[src/miller_rabin_witness_test_defines.svh]
`ifndef MILLER_RABIN_WITNESS_TEST_DEFINES_SVH
`define MILLER_RABIN_WITNESS_TEST_DEFINES_SVH

// same-cycle implication
`define MRW_ASSERT_NOW(lbl, ante, cons, msg) \
  lbl: assert property (@(posedge clk_i) disable iff (!rst_ni) (ante) |-> (cons)) \
    else $error(msg);

// next-cycle implication
`define MRW_ASSERT_NEXT(lbl, ante, cons, msg) \
  lbl: assert property (@(posedge clk_i) disable iff (!rst_ni) (ante) |=> (cons)) \
    else $error(msg);

`endif

[src/mrw_pkg.sv]
`default_nettype none
package mrw_pkg;

  localparam int unsigned WidthDefault = 64;

  typedef enum logic [3:0] {
    StIdle,
    StStrip,
    StReduce,
    StPow,
    StMulAcc,
    StMulSqr,
    StCheck,
    StLoop,
    StLoopSqr,
    StDone
  } state_e;

endpackage
`default_nettype wire

[src/mrw_modmul.sv]
`default_nettype none
`include "miller_rabin_witness_test_defines.svh"
module mrw_modmul #(
  parameter int unsigned WIDTH = mrw_pkg::WidthDefault
) (
  input  wire logic             clk_i,
  input  wire logic             rst_ni,
  input  wire logic             start_i,
  input  wire logic [WIDTH-1:0] x_i,
  input  wire logic [WIDTH-1:0] y_i,
  input  wire logic [WIDTH-1:0] n_i,
  output logic                  done_o,
  output logic      [WIDTH-1:0] res_o
);
  import mrw_pkg::*;

  localparam int unsigned CW = (WIDTH > 1) ? $clog2(WIDTH) : 1;

  logic             busy_q, busy_d;
  logic             phase_q, phase_d;
  logic [CW-1:0]    cnt_q, cnt_d;
  logic [WIDTH-1:0] acc_q, acc_d;
  logic [WIDTH-1:0] x_q, x_d;
  logic [WIDTH-1:0] y_q, y_d;
  logic [WIDTH-1:0] n_q, n_d;
  logic             done_d;
  logic [WIDTH:0]   sum;
  logic [WIDTH:0]   red;

  // interleaved multiply, multiplier MSB first: double then add, one per cycle
  always_comb begin
    sum = phase_q ? ({1'b0, acc_q} + {1'b0, x_q}) : {acc_q, 1'b0};
    red = (sum >= {1'b0, n_q}) ? (sum - {1'b0, n_q}) : sum;
  end

  always_comb begin
    busy_d  = busy_q;
    phase_d = phase_q;
    cnt_d   = cnt_q;
    acc_d   = acc_q;
    x_d     = x_q;
    y_d     = y_q;
    n_d     = n_q;
    done_d  = 1'b0;
    if (start_i) begin
      busy_d  = 1'b1;
      phase_d = 1'b0;
      cnt_d   = '0;
      acc_d   = '0;
      x_d     = x_i;
      y_d     = y_i;
      n_d     = n_i;
    end else if (busy_q) begin
      if (!phase_q) begin
        acc_d   = red[WIDTH-1:0];
        phase_d = 1'b1;
      end else begin
        if (y_q[WIDTH-1]) begin
          acc_d = red[WIDTH-1:0];
        end
        y_d     = {y_q[WIDTH-2:0], 1'b0};
        phase_d = 1'b0;
        if (cnt_q == CW'(WIDTH - 1)) begin
          busy_d = 1'b0;
          done_d = 1'b1;
        end else begin
          cnt_d = cnt_q + 1'b1;
        end
      end
    end
  end

  always_ff @(posedge clk_i or negedge rst_ni) begin
    if (!rst_ni) begin
      busy_q  <= 1'b0;
      phase_q <= 1'b0;
      cnt_q   <= '0;
      done_o  <= 1'b0;
    end else begin
      busy_q  <= busy_d;
      phase_q <= phase_d;
      cnt_q   <= cnt_d;
      done_o  <= done_d;
    end
  end

  always_ff @(posedge clk_i) begin
    acc_q <= acc_d;
    x_q   <= x_d;
    y_q   <= y_d;
    n_q   <= n_d;
  end

  assign res_o = acc_q;

  `MRW_ASSERT_NEXT(a_start_busy, start_i, busy_q, "modmul did not start")
  `MRW_ASSERT_NOW(a_done_idle, done_o, !busy_q, "modmul done while busy")
  `MRW_ASSERT_NEXT(a_done_pulse, done_o, !done_o, "modmul done held over two cycles")

endmodule
`default_nettype wire

[config.mk]
export PLATFORM = sky130hd
export DESIGN_NAME = mrw_modmul
export DESIGN_NICKNAME = d
export VERILOG_FILES = /design/src/mrw_pkg.sv /design/src/mrw_modmul.sv
export VERILOG_INCLUDE_DIRS = /design/src /design/src/src
export SDC_FILE = /design/constraint.sdc
export NUM_CORES = 1
export LEC_CHECK = 0
export BUFFER_PORTS_ARGS = -buffer_cell sky130_fd_sc_hd__buf_2
export CAP_MARGIN = 5
export CORE_ASPECT_RATIO = 0.6
export CORE_MARGIN = 5
export CORE_UTILIZATION = 30
export DETAILED_ROUTE_END_ITERATION = 12
export GPL_TIMING_DRIVEN = 0
export PLACE_DENSITY_LB_ADDON = 0.2
export SLEW_MARGIN = 20
export SYNTH_ARGS = -nofsm -noshare
export SYNTH_HDL_FRONTEND = slang
export SYNTH_SLANG_ARGS = --single-unit
[constraint.sdc]
create_clock -name clk_i -period 7.8 [get_ports clk_i]
set_input_delay 0.39 -clock clk_i [delete_from_list [all_inputs] [get_ports clk_i]]
set_output_delay 0.39 -clock clk_i [all_outputs]
set_load 0.02 [all_outputs]
==> results.md <==
* Sequential area share after synthesis at between 30 and 40%
* Most common cell after layout, fill and taps aside: buf_2
* WL final at approximately 66000 µm
* Die Area at 0.0658 mm²
* Cell type with the highest occurrence count on the critical path: a21o_1
* Ratio of routed vias to standard cells at 5.22
* DP Area at 0.0205 mm²
* Maximum achievable frequency at 137 MHz
* Post-Place Worst Slack at 0.452 ns
* Fraction of power spent switching nets at 47.0%
* Clock sink count at 265
* Starting Density at 30.5%
* HPWL after detailed placement at between 50000 and 60000 µm
* Static leakage at 9.88 nW
* Share of total power in the clock network at 16.8%
* Area of the placeable core at 0.0596 mm²
* Primary flip-flop cell chosen by synthesis mapping: edfxtp_1
* Startpoint Class: register
* Required @ worst endpoint at 8.26 ns
* Worst reg2reg path depth at 28
* Util after Layout at 38.4%
* Number of I/O port buffers at approximately 260
* Sequential power share at between 20% and 30%
* Setup clock skew after layout at 0.0176 ns
* Maximum number of pins on one net before global-route repair at 74
* Routed wire length per instance at roughly 21 µm
* Antenna violations before repair at 0
* Post-route DRC violation count at 0
* Logic gate share of total power at 60.5%
* Number of global-route vias before repair at 15774
* Reported net switching power at 4.16 mW
* Reg2Reg Setup Slack at 0.49 ns
* Synthesized area divided by synthesized cell count at 9.65 µm²
* Final Wtd Congestion at 0.906
* Internal power summed over all cells at between 4 and 5 mW
* Path type of the worst min-delay path: primary input to register
* RSZ-0062 raised after global routing: false
* Fin Setup TNS at 0 ns
* Final non-filler cell total at 3116
* Count of state elements after synthesis at 265
* Syn nets at 2210
* DR vias at 16257
* Clk root buf: clkbuf_16
* Floorplan die width at 328 µm
* Number of enable-type register cells in the synthesized netlist at 192
* Cell Area, Synth at around 0.018 mm²
* Clock-pin slew on the worst setup and hold paths at 0.06 ns
* Critical path arrival at 7.77 ns
* PD cells at approximately 390 mW/mm²
* Finish-stage setup viols at 0
* Crit-path max FO at 10
* Nets@finish at between 2000 and 3000
* Number of buffers on the longest clock path at 3
* Hold Worst Slack at 0.0654 ns
* Final number of hold-violating endpoints at 0
* Leading cell types in the layout, fill and taps excluded: 268 x buf_2, 192 x edfxtp_1, 161 x nor2_1, 151 x a21oi_1, 145 x nand2_1
* Routed Antenna Nets at 0
* Worst flop-to-flop path endpoint: res_o[46]$_SDFFE_PP0P_
* Total power at 8.84 mW
* Clock latency on the worst-skew pair at roughly 0.61 ns
* Reg-to-Reg Start: x_q[24]$_DFFE_PP_
* Cell Rows at 69
* Count of unique library cells instantiated by Yosys at 76
* Placed Instances at 2926
* Clock buffer count from CTS at 31
* Hold Path Origin: y_i[0]
* Peak VDD IR at just over 0.2 mV
* H-tree depth at 1
* Grt ovf at 0
* Wire length of the first global-routing pass at around 100000 µm
* Least-Margin Pin Slew at 1.16 ns
* Total track usage at between 10% and 20%
* Type of the setup path with the least slack: register to register
* Share of post-route cells with drive strength above 1 at 19.6%
* CTS tree: yes
* Count of maximum capacitance violations at 0
* Number of diodes at 0
* Final cycle utilization of the critical path at 93.7%
* Sort of element at the end of the critical path: register
* Final Critical Period at 7.31 ns
* Result of the run: finished clean
* Least setup slack across all paths after layout at 0.491 ns
* Drt first-iter violations at 1413
* End point of the most critical hold path: y_q[0]$_SDFFCE_PN0P_
* CP peak stage delay at about 0.50 ns
* Post-synthesis to final-layout area growth at 25.8%
* Post-Syn Instances at 1884
* Async SR Flop Fraction at under 10%
* Hold depth at 2
* Relative max-transition margin at 22.0%
* Detailed Routing Iterations Pass 1 at 5
* Master of the slowest instance on the critical path: a2111oi_0
* Die height at roughly 200 µm
* Design Area, Final at around 0.023 mm²
* Count of synthesis-stage warnings from yosys at 0
* Top-level I/O count at 260
* Max-slew violation count at 0
==> what timing repair did <==
action,in CTS,in global routing
hold endpoints to repair,137,0
hold buffers,129,0
buffers inserted,0,3
resized for setup,0,3
endpoints found under the setup margin,0,30
==> state kept, by name (all words and copies together), names as in the netlist <==
signal and flops:
res_o 64, cnt_q 6, x_q 64, n_q 64
done_o 1, phase_q 1, busy_q 1, y_q 64
==> critical path: cells and delay by family, from the launching register on <==
| kind | cells | cell delay (ns) |
|---|---|---|
| AOI/OAI and AO/OA | 16 | 3.57 |
| and+or+nand+nor | 5 | 1.21 |
| buffers and inverters | 4 | 1.04 |
| adders and majority gates | 2 | 0.58 |
| muxes | 1 | 0.40 |
| DFF | 1 | 0.36 |
==> cell type report <==
| cell class | count | area [µm²] |
|---|---|---|
| fill | 6026 | 36700 |
| multi-input combinational | 1437 | 10200 |
| clock buffer | 42 | 827 |
| tap | 781 | 977 |
| sequential | 265 | 7270 |
| buffer | 89 | 370 |
| inverter | 93 | 352 |
| clock inverter | 16 | 184 |
| timing repair buffer | 393 | 2680 |
==> power by group through the flow <==
| stage | Combinational [mW] | Sequential (mW) | Clock [mW] |
|---|---|---|---|
| 4_1_cts | 5.23 | 2.00 | 1.54 |
| 6_report | 5.35 | 2.01 | 1.49 |
| 2_1_floorplan | 3.59 | 2.07 | 0 |
| 3_5_place_dp | 5.14 | 2.03 | 0 |
| 5_1_grt | 5.81 | 2.03 | 1.60 |
| 3_3_place_gp | 5.11 | 2.03 | 0 |
==> routing by layer <==
| metal | wire length [µm] | global-route usage [%] | share of wire (%) | vias to the layer above |
|---|---|---|---|---|
| li1 | - | - | - | 7854 |
| met1 | 34300 | 31.2 | 52 | 7734 |
| met2 | 24700 | 25.5 | 37 | 606 |
| met3 | 6030 | 4.85 | 9.1 | 63 |
| met4 | 1150 | 3.27 | 1.7 | 0 |
| met5 | 0 | 0 | 0 | - |
==> cell families (layout without fill, tap and decap cells) <==
family                     Yosys count  in the layout  share of synthesized area, %
adders and majority gates          131            131                          9.10
and+or+nand+nor                    499            499                          12.9
xor gates and xnor gates           119            119                          5.73
buffers and inverters              182            633                          3.95
AOI/OAI and AO/OA                  532            532                          18.9
DFF                                265            265                          40.0
muxes                              156            156                          9.40
==> cells in the mapped netlist (9+ instances only) <==
library cell / number / share of area, %
nor2b_1: 17 / 0.58
dfrtp_1: 9 / 1.2
a31oi_1: 19 / 0.65
edfxtp_1: 192 / 32
and2_1: 10 / 0.34
ha_1: 129 / 8.9
a21o_1: 74 / 3.1
xnor2_1: 73 / 3.5
nand2b_1: 14 / 0.48
o211ai_1: 14 / 0.58
a21oi_1: 151 / 4.2
inv_1: 92 / 1.9
nand2_1: 145 / 3.0
nand3_1: 25 / 0.69
nor3_1: 32 / 0.88
o21ai_0: 70 / 1.9
o31ai_1: 10 / 0.41
mux2i_1: 38 / 2.1
mux2_2: 117 / 7.2
a211oi_1: 62 / 2.6
clkbuf_1: 72 / 1.5
a221oi_1: 10 / 0.48
o21a_1: 13 / 0.54
nor2_1: 161 / 3.3
o21bai_1: 20 / 0.83
and3_1: 22 / 0.76
buf_2: 10 / 0.28
o21ai_1: 33 / 0.91
xor2_1: 46 / 2.2
nand4_1: 30 / 1.0
dfxtp_1: 64 / 7.0
==> worst max path at each step <==
stage	start	end	slack (ns)	cells past startpoint
after floorplan	res_o[3]$_SDFFE_PP0P_	res_o[62]$_SDFFE_PP0P_	2.13	25
after global placement	x_q[1]$_DFFE_PP_	res_o[49]$_SDFFE_PP0P_	0.45	27
after detailed placement	x_q[22]$_DFFE_PP_	res_o[51]$_SDFFE_PP0P_	0.45	28
after CTS	res_o[16]$_SDFFE_PP0P_	res_o[49]$_SDFFE_PP0P_	0.41	25
after global routing	res_o[24]$_SDFFE_PP0P_	res_o[30]$_SDFFE_PP0P_	0.03	29
final	x_q[24]$_DFFE_PP_	res_o[46]$_SDFFE_PP0P_	0.49	28
Note: power is estimated with default switching activity, not from simulation.
